==> config.mk <==
export PLATFORM = sky130hd
export DESIGN_NAME = track_marker_mode_sequencer_unit
export DESIGN_NICKNAME = d
export VERILOG_FILES = /design/src/rtl/tmms_pkg.sv /design/src/rtl/track_marker_mode_sequencer_unit.sv /design/src/rtl/tmms_step.sv
export SDC_FILE = /design/constraint.sdc
export NUM_CORES = 1
export LEC_CHECK = 0
export CAP_MARGIN = 40
export CORE_MARGIN = 4
export CORE_UTILIZATION = 49
export DETAILED_ROUTE_END_ITERATION = 10
export DONT_BUFFER_PORTS = 1
export HOLD_SLACK_MARGIN = 0.06
export PLACE_DENSITY = 0.71
export SKIP_CTS_REPAIR_TIMING = 1
export SYNTH_ARGS = -nofsm -noshare
export SYNTH_HDL_FRONTEND = slang
export SYNTH_SLANG_ARGS = --single-unit
==> constraint.sdc <==
create_clock -name i_clk -period 10.21 [get_ports i_clk]
set_input_delay 2.042 -clock i_clk [delete_from_list [all_inputs] [get_ports i_clk]]
set_output_delay 2.042 -clock i_clk [all_outputs]
set_load 0.05 [all_outputs]
==> src/rtl/tmms_pkg.sv <==
`timescale 1ns / 1ps
// ----------------------------------------------------------------------------
// tmms_pkg
// Types, codes and reset values shared by the track marker mode sequencer.
// ----------------------------------------------------------------------------
package tmms_pkg;

    localparam int CFG_IDX_W  = 3;
    localparam int CFG_DATA_W = 24;

    // Configuration register indexes.
    localparam logic [CFG_IDX_W-1:0] CFG_NORMAL_SPEED = 3'd0;
    localparam logic [CFG_IDX_W-1:0] CFG_MAX_SPEED    = 3'd1;
    localparam logic [CFG_IDX_W-1:0] CFG_LOOK_DIST    = 3'd2;
    localparam logic [CFG_IDX_W-1:0] CFG_WALK_DIST    = 3'd3;
    localparam logic [CFG_IDX_W-1:0] CFG_STOP_TIME    = 3'd4;
    localparam logic [CFG_IDX_W-1:0] CFG_MIN_HITS     = 3'd5;

    // Configuration reset values.
    localparam logic [6:0]  RST_NORMAL_SPEED = 7'd50;
    localparam logic [6:0]  RST_MAX_SPEED    = 7'd90;
    localparam logic [15:0] RST_LOOK_DIST    = 16'd60;
    localparam logic [15:0] RST_WALK_DIST    = 16'd80;
    localparam logic [23:0] RST_STOP_TIME    = 24'(5000 * 1000);
    localparam logic [7:0]  RST_MIN_HITS     = 8'd2;

    // Modes.
    localparam logic [1:0] MODE_NORMAL   = 2'd0;
    localparam logic [1:0] MODE_LOOKING  = 2'd1;
    localparam logic [1:0] MODE_WALKSTOP = 2'd2;
    localparam logic [1:0] MODE_MAXSPEED = 2'd3;

    // Drive commands.
    localparam logic [1:0] CMD_NONE   = 2'd0;
    localparam logic [1:0] CMD_FOLLOW = 2'd1;
    localparam logic [1:0] CMD_STOP   = 2'd2;

    // Request kinds.
    localparam logic FUNC_MARKER = 1'b0;
    localparam logic FUNC_TICK   = 1'b1;

    localparam logic [7:0] LED_FULL  = 8'hFF;
    localparam logic [6:0] SPEED_CAP = 7'd100;

    typedef struct packed {
        logic               func;
        logic               marker_seen;
        logic signed [15:0] distance_mm;
        logic        [19:0] elapsed_us;
    } t_in;

    typedef struct packed {
        logic [1:0] drive_cmd;
        logic [6:0] drive_speed;
        logic       led_write;
        logic [7:0] led_red;
        logic [7:0] led_green;
        logic [7:0] led_blue;
        logic [1:0] mode;
    } t_out;

    typedef struct packed {
        logic [6:0]  normal_speed;
        logic [6:0]  max_speed;
        logic [15:0] look_distance_mm;
        logic [15:0] walk_distance_mm;
        logic [23:0] stop_time_us;
        logic [7:0]  marker_min_hits;
    } t_cfg;

endpackage

==> src/rtl/track_marker_mode_sequencer_unit.sv <==
`timescale 1ns / 1ps
// ----------------------------------------------------------------------------
// track_marker_mode_sequencer_unit
// Mode sequencer for a line-following vehicle: marker samples and control
// ticks in, one drive/LED result per request out.
// ----------------------------------------------------------------------------
// A request is held in the input register, its result in the result
// register. Throughput: one request per cycle unless the output stalls;
// the state update between the two registers is the single loop for this.
// Reset (synchronous, active low) sets normal mode, clears the counters and
// loads the default register values; no clearing pass is needed.
module track_marker_mode_sequencer_unit
    import tmms_pkg::*;
(
    input  logic                  i_clk,
    input  logic                  i_rst_n,
    input  logic                  i_cfg_we,
    input  logic [CFG_IDX_W-1:0]  i_cfg_idx,
    input  logic [CFG_DATA_W-1:0] i_cfg_wdata,
    input  logic                  i_in_valid,
    output logic                  o_in_stall,
    input  t_in                   i_in_data,
    output logic                  o_out_valid,
    input  logic                  i_out_stall,
    output t_out                  o_out_data
);

    t_cfg r_cfg;
    logic r_in_valid;
    t_in  r_in;
    logic r_out_valid;
    t_out r_out;
    t_out w_res;
    logic w_load;
    logic w_adv;
    logic w_accept;

    always_ff @(posedge i_clk) begin
        if (!i_rst_n) begin
            r_cfg.normal_speed     <= RST_NORMAL_SPEED;
            r_cfg.max_speed        <= RST_MAX_SPEED;
            r_cfg.look_distance_mm <= RST_LOOK_DIST;
            r_cfg.walk_distance_mm <= RST_WALK_DIST;
            r_cfg.stop_time_us     <= RST_STOP_TIME;
            r_cfg.marker_min_hits  <= RST_MIN_HITS;
        end else if (i_cfg_we) begin
            unique case (i_cfg_idx)
                CFG_NORMAL_SPEED: r_cfg.normal_speed     <= i_cfg_wdata[6:0];
                CFG_MAX_SPEED:    r_cfg.max_speed        <= i_cfg_wdata[6:0];
                CFG_LOOK_DIST:    r_cfg.look_distance_mm <= i_cfg_wdata[15:0];
                CFG_WALK_DIST:    r_cfg.walk_distance_mm <= i_cfg_wdata[15:0];
                CFG_STOP_TIME:    r_cfg.stop_time_us     <= i_cfg_wdata[23:0];
                CFG_MIN_HITS:     r_cfg.marker_min_hits  <= i_cfg_wdata[7:0];
                default: ;
            endcase
        end
    end

    // The result register loads whenever it is empty or being drained.
    assign w_load     = !r_out_valid || !i_out_stall;
    assign w_adv      = r_in_valid && w_load;
    assign o_in_stall = r_in_valid && !w_load;
    assign w_accept   = i_in_valid && !o_in_stall;

    always_ff @(posedge i_clk) begin
        if (!i_rst_n) begin
            r_in_valid  <= 1'b0;
            r_out_valid <= 1'b0;
        end else begin
            if (w_accept) begin
                r_in_valid <= 1'b1;
            end else if (w_adv) begin
                r_in_valid <= 1'b0;
            end
            if (w_load) begin
                r_out_valid <= r_in_valid;
            end
        end
    end

    always_ff @(posedge i_clk) begin
        if (w_accept) begin
            r_in <= i_in_data;
        end
        if (w_adv) begin
            r_out <= w_res;
        end
    end

    tmms_step u_step (
        .i_clk   (i_clk),
        .i_rst_n (i_rst_n),
        .i_en    (w_adv),
        .i_item  (r_in),
        .i_cfg   (r_cfg),
        .o_res   (w_res)
    );

    assign o_out_valid = r_out_valid;
    assign o_out_data  = r_out;

    a_adv_fills_out: assert property (@(posedge i_clk) disable iff (!i_rst_n)
        w_adv |=> o_out_valid)
        else $error("request left the input stage but no result appeared");

    a_led_quiet: assert property (@(posedge i_clk) disable iff (!i_rst_n)
        (o_out_valid && !o_out_data.led_write) |->
        (o_out_data.led_red == 8'd0 && o_out_data.led_green == 8'd0 &&
         o_out_data.led_blue == 8'd0))
        else $error("LED colour set without an LED write");

    a_speed_cmd: assert property (@(posedge i_clk) disable iff (!i_rst_n)
        (o_out_valid && o_out_data.drive_cmd != CMD_FOLLOW) |->
        o_out_data.drive_speed == 7'd0)
        else $error("speed given without a follow command");

    a_speed_cap: assert property (@(posedge i_clk) disable iff (!i_rst_n)
        o_out_valid |-> o_out_data.drive_speed <= SPEED_CAP)
        else $error("speed above the cap");

endmodule

==> src/rtl/tmms_step.sv <==
`timescale 1ns / 1ps
// ----------------------------------------------------------------------------
// tmms_step
// Sequencer state and the single-pass update for one request.
// ----------------------------------------------------------------------------
module tmms_step
    import tmms_pkg::*;
(
    input  logic i_clk,
    input  logic i_rst_n,
    input  logic i_en,
    input  t_in  i_item,
    input  t_cfg i_cfg,
    output t_out o_res
);

    logic [1:0]         r_mode, n_mode;
    logic [15:0]        r_hits, n_hits;
    logic signed [31:0] r_dist, n_dist;
    logic [31:0]        r_stop, n_stop;

    always_ff @(posedge i_clk) begin
        if (!i_rst_n) begin
            r_mode <= MODE_NORMAL;
            r_hits <= '0;
            r_dist <= '0;
            r_stop <= '0;
        end else if (i_en) begin
            r_mode <= n_mode;
            r_hits <= n_hits;
            r_dist <= n_dist;
            r_stop <= n_stop;
        end
    end

    function automatic logic [6:0] clamp_speed(input logic [6:0] s);
        return (s > SPEED_CAP) ? SPEED_CAP : s;
    endfunction

    always_comb begin
        logic signed [32:0] dsum;
        logic signed [31:0] dsat;
        logic        [32:0] tsum;
        logic        [31:0] tsat;

        n_mode = r_mode;
        n_hits = r_hits;
        n_dist = r_dist;
        n_stop = r_stop;
        o_res  = '0;

        dsum = {r_dist[31], r_dist} + 33'(i_item.distance_mm);
        if (dsum[32] != dsum[31]) begin
            dsat = dsum[32] ? 32'sh8000_0000 : 32'sh7FFF_FFFF;
        end else begin
            dsat = dsum[31:0];
        end
        tsum = {1'b0, r_stop} + {13'd0, i_item.elapsed_us};
        tsat = tsum[32] ? 32'hFFFF_FFFF : tsum[31:0];

        if (i_item.func == FUNC_MARKER) begin
            if (i_item.marker_seen) begin
                if (r_hits != 16'hFFFF) begin
                    n_hits = r_hits + 16'd1;
                end
            end else begin
                n_hits = '0;
                if (r_hits > {8'd0, i_cfg.marker_min_hits}) begin
                    n_dist = '0;
                    o_res.led_write = 1'b1;
                    unique case (r_mode)
                        MODE_NORMAL:   n_mode = MODE_LOOKING;
                        MODE_LOOKING: begin
                            n_mode = MODE_WALKSTOP;
                            o_res.led_red  = LED_FULL;
                            o_res.led_blue = LED_FULL;
                        end
                        MODE_WALKSTOP: begin
                            n_mode = MODE_MAXSPEED;
                            o_res.led_green = LED_FULL;
                            o_res.led_blue  = LED_FULL;
                        end
                        default:       n_mode = MODE_NORMAL;
                    endcase
                end
            end
        end else begin
            n_dist = dsat;
            unique case (r_mode)
                MODE_NORMAL: begin
                    o_res.drive_cmd   = CMD_FOLLOW;
                    o_res.drive_speed = clamp_speed(i_cfg.normal_speed);
                end
                MODE_LOOKING: begin
                    o_res.drive_cmd   = CMD_FOLLOW;
                    o_res.drive_speed = clamp_speed(i_cfg.normal_speed);
                    if (dsat > $signed({16'd0, i_cfg.look_distance_mm})) begin
                        n_mode = MODE_MAXSPEED;
                        n_dist = '0;
                        o_res.led_write = 1'b1;
                        o_res.led_green = LED_FULL;
                        o_res.led_blue  = LED_FULL;
                    end
                end
                MODE_MAXSPEED: begin
                    o_res.drive_cmd   = CMD_FOLLOW;
                    o_res.drive_speed = clamp_speed(i_cfg.max_speed);
                    o_res.led_write   = 1'b1;
                    o_res.led_green   = LED_FULL;
                    o_res.led_blue    = LED_FULL;
                end
                default: begin
                    if (dsat >= $signed({16'd0, i_cfg.walk_distance_mm})) begin
                        if (tsat >= {8'd0, i_cfg.stop_time_us}) begin
                            // The stop ends in this tick: report the return to normal.
                            n_mode = MODE_NORMAL;
                            n_stop = '0;
                            n_dist = '0;
                            o_res.led_write   = 1'b1;
                            o_res.drive_cmd   = CMD_FOLLOW;
                            o_res.drive_speed = clamp_speed(i_cfg.normal_speed);
                        end else begin
                            n_stop = tsat;
                            o_res.led_write = 1'b1;
                            o_res.led_red   = LED_FULL;
                            o_res.led_blue  = LED_FULL;
                            o_res.drive_cmd = CMD_STOP;
                        end
                    end else begin
                        o_res.led_write   = 1'b1;
                        o_res.led_red     = LED_FULL;
                        o_res.led_blue    = LED_FULL;
                        o_res.drive_cmd   = CMD_FOLLOW;
                        o_res.drive_speed = clamp_speed(i_cfg.normal_speed);
                    end
                end
            endcase
        end
        o_res.mode = n_mode;
    end

endmodule

==> results.sh <==
export IMPL_finish_utilization_pct=54.1
export IMPL_floorplan_initialDensity_pct=50.1
export IMPL_min_delay_path_class="flop to flop"
export IMPL_final_common_cell="sky130_fd_sc_hd__nand2_1"
export IMPL_final_seq_area_um2=4830
export IMPL_grt_start_max_net_pins=89
export IMPL_num_io_pins=108
export IMPL_route_final_wire_length_um=32200
export IMPL_grt_pass1_wl_um=52400
export IMPL_timing_setup_tns_ps=0
export IMPL_fp_row_count=59
export IMPL_numPortBuffers=0
export IMPL_area_growth_synth_to_finish_pct=7.88
export IMPL_finalWeightedCongestion=0.927
export IMPL_postSynth_asyncResetShare_pct=0
export IMPL_clock_power_share_pct=40.4
export IMPL_r2r_worst_path_cells=26
export IMPL_timing_max_cap_violations=0
export IMPL_worstSetupEndpointType="flop"
export IMPL_root_buffer="sky130_fd_sc_hd__clkbuf_16"
export IMPL_timing_max_transition_violations_final=0
export IMPL_cts_htree_levels=1
export IMPL_clock_buffer_count_from_cts=25
export IMPL_grt_setup_unrepaired="false"
export IMPL_cts_sink_count=215
export IMPL_synth_warning_count=0
export IMPL_worst_setup_path_start_kind="flop"
export IMPL_p_leak_nw=5.91
export IMPL_worst_setup_skew_after_layout_ps=21.6
export IMPL_final_area_um2=14200
export IMPL_top_ff_cell_synth="sky130_fd_sc_hd__dfxtp_1"
export IMPL_placed_area_um2=13300
export IMPL_grt_remaining_overflow=0
export IMPL_grtUsageTotal_pct=21.6
export IMPL_core_area_um2=26200
export IMPL_detail_route_iter0_violations=799
export IMPL_required_ps=10670
export IMPL_route_detailed_wl_per_inst_um=17.6
export IMPL_crit_type="flop to flop"
export IMPL_detailed_placer_s_ending_hpwl_um=23900
export IMPL_via_per_inst=5.88
export IMPL_synth_enable_flop_cells=53
export IMPL_p_switching_uw=649
export IMPL_syn_area_um2=13100
export IMPL_die_w_um=172
export IMPL_synth_area_per_cell_um2=8.69
export IMPL_ys_seq_elements=215
export IMPL_power_density_nw_per_um2=160
export IMPL_clkSlewWorstSetupHoldPaths_ps=60
export IMPL_power_frac_comb_pct=18.5
export IMPL_seq_area_frac_synth_pct=36.8
export IMPL_drt_pass1_iterations=6
export IMPL_run_status="completed"
export IMPL_postRouteAntennaNets=0
export IMPL_fmax_ghz=0.128
export IMPL_fp_dieH_um=172
export IMPL_synth_nets=1707
export IMPL_number_of_global_route_vias_before_repair=10400
export IMPL_fp_dieArea_um2=29500
export IMPL_whs_path_depth=2
export IMPL_netSwitchingFraction_pct=28.6
export IMPL_seq_power_share_pct=41.1
export IMPL_synthesis_instances=1512
export IMPL_antenna_found_initial=2
export IMPL_crit_arrival_ps=8240
export IMPL_yosys_cell_types_count=81
export IMPL_power_internal_mw=1.62
export IMPL_fillCellCount=2328
export IMPL_hold_violations=0
export IMPL_vias=10700
export IMPL_layout_drive_gt1_share_pct=5.70
export IMPL_mostFrequentLayoutCells="235 x sky130_fd_sc_hd__nand2_1, 162 x sky130_fd_sc_hd__dfxtp_1, 123 x sky130_fd_sc_hd__ha_1, 86 x sky130_fd_sc_hd__inv_1"
export IMPL_min_period_ps=7790
export IMPL_worst_slew_pin_slew_ps=806
export IMPL_worst_slew_slack_as_a_fraction_of_its_limit_pct=45.7
export IMPL_multi_input_comb_area_um2=7550
export IMPL_min_period_over_period_pct=76.2
export IMPL_report_power_total_mw=2.27
export IMPL_drc=0
export IMPL_total_of_endpoints_with_negative_setup_slack_in_the_final_report=0
export IMPL_cts_buffer_depth=3
export IMPL_clk_lat_worst_skew_ps=540
export IMPL_tritoncts="yes"
export IMPL_final_nets=1668
export IMPL_vdd_ir_drop_max_mv=0.107
export IMPL_timing_critical_path_fanout_max=30
[metal layers]
layer	share of wire (%)	vias up	track usage [%]
met2	45	334	35.1
met5	0	-	0
met1	45	5025	29.2
met3	6.8	65	4.05
met4	3.0	0	7.11
li1	-	5324	-
[flip-flops by register name (all words and copies together) (netlist names)]
signal,count
r_cfg,78
u_step.r_hits,16
u_step.r_dist,32
o_out_valid,1
r_in_valid,1
o_out_data,15
r_in,38
u_step.r_stop,32
u_step.r_mode,2
[per-stage QoR]
stage | hold WS, ps | cells | setup WS (ps)
global placement | 451 | 1778 | 2940
detailed placement | 457 | 1781 | 2560
global route | 484 | 1828 | 1810
finish | 460 | 1829 | 2420
CTS | 465 | 1827 | 2510
floorplan | 429 | 1512 | 3860
[worst max-delay path, cell delays in order, from the launching register on]
cell                       delay (ps)
sky130_fd_sc_hd__edfxtp_1         670
sky130_fd_sc_hd__ha_1             530
sky130_fd_sc_hd__nand2_1           90
sky130_fd_sc_hd__o21ai_0          390
sky130_fd_sc_hd__o31ai_1          140
sky130_fd_sc_hd__a31oi_1          390
sky130_fd_sc_hd__a41oi_1          260
sky130_fd_sc_hd__o21bai_1         180
sky130_fd_sc_hd__a21oi_1           90
sky130_fd_sc_hd__xnor2_1          150
sky130_fd_sc_hd__ha_1             800
sky130_fd_sc_hd__clkinv_1         450
sky130_fd_sc_hd__or2_2            590
sky130_fd_sc_hd__o21ai_0          230
sky130_fd_sc_hd__ha_1             310
sky130_fd_sc_hd__nor2b_1          130
sky130_fd_sc_hd__o21a_1           160
sky130_fd_sc_hd__o21a_1           160
sky130_fd_sc_hd__o21a_1           160
sky130_fd_sc_hd__o21a_1           160
sky130_fd_sc_hd__o211ai_1         160
sky130_fd_sc_hd__a21oi_1           80
sky130_fd_sc_hd__o41ai_1          470
sky130_fd_sc_hd__a21oi_1          140
sky130_fd_sc_hd__a21o_1           240
sky130_fd_sc_hd__o21ai_4          300
sky130_fd_sc_hd__a22o_1           240
[logic make-up after synthesis]
family | count (synthesis) | synth area share, %
flops | 215 | 36.8
xor+xnor | 49 | 3.27
simple gates | 506 | 18.0
buf+inv | 168 | 5.84
compound gates | 436 | 23.1
fa+ha+maj | 125 | 12.0
mux | 13 | 1.00
[synthesized netlist by cell type, types with 26 or more instances]
master,count,area [um^2]
sky130_fd_sc_hd__nor2_1,78,293
sky130_fd_sc_hd__edfxtp_1,53,1590
sky130_fd_sc_hd__a21boi_0,60,450
sky130_fd_sc_hd__o21ai_0,71,355
sky130_fd_sc_hd__clkbuf_1,45,169
sky130_fd_sc_hd__a21o_1,41,308
sky130_fd_sc_hd__nand2_1,235,882
sky130_fd_sc_hd__a22o_1,54,473
sky130_fd_sc_hd__xor2_1,27,236
sky130_fd_sc_hd__dfxtp_1,162,3240
sky130_fd_sc_hd__inv_1,86,323
sky130_fd_sc_hd__nand4_1,26,163
sky130_fd_sc_hd__ha_1,123,1540
sky130_fd_sc_hd__nand3_1,39,195
sky130_fd_sc_hd__a21oi_1,78,390
[final timing paths]
check	start	endpoint	slack (ps)
max	r_in[35]	u_step.r_dist[4]	2420
min	r_cfg[28]	r_cfg[28]	460
max reg2reg	r_in[35]	u_step.r_dist[4]	2420
min reg2reg	r_cfg[28]	r_cfg[28]	460
[final cells by class]
cell class / instances / share of cell area [%]
Antenna cell: 2 / 0.0353
Clock buffer: 35 / 5.18
Clock inverter: 11 / 0.847
Inverter: 88 / 2.33
Multi-Input combinational cell: 1129 / 53.3
Sequential cell: 215 / 34.1
Tap cell: 335 / 2.96
Timing Repair Buffer: 14 / 1.29
[power groups by stage]
stage | registers, mW | logic, mW | clock network, mW
global placement | 0.950 | 0.400 | 0
floorplan | 0.943 | 0.330 | 0
global route | 0.933 | 0.474 | 0.971
detailed placement | 0.949 | 0.415 | 0
finish | 0.931 | 0.420 | 0.916
CTS | 0.930 | 0.418 | 0.934
Note: power is estimated with default switching activity, not from simulation.
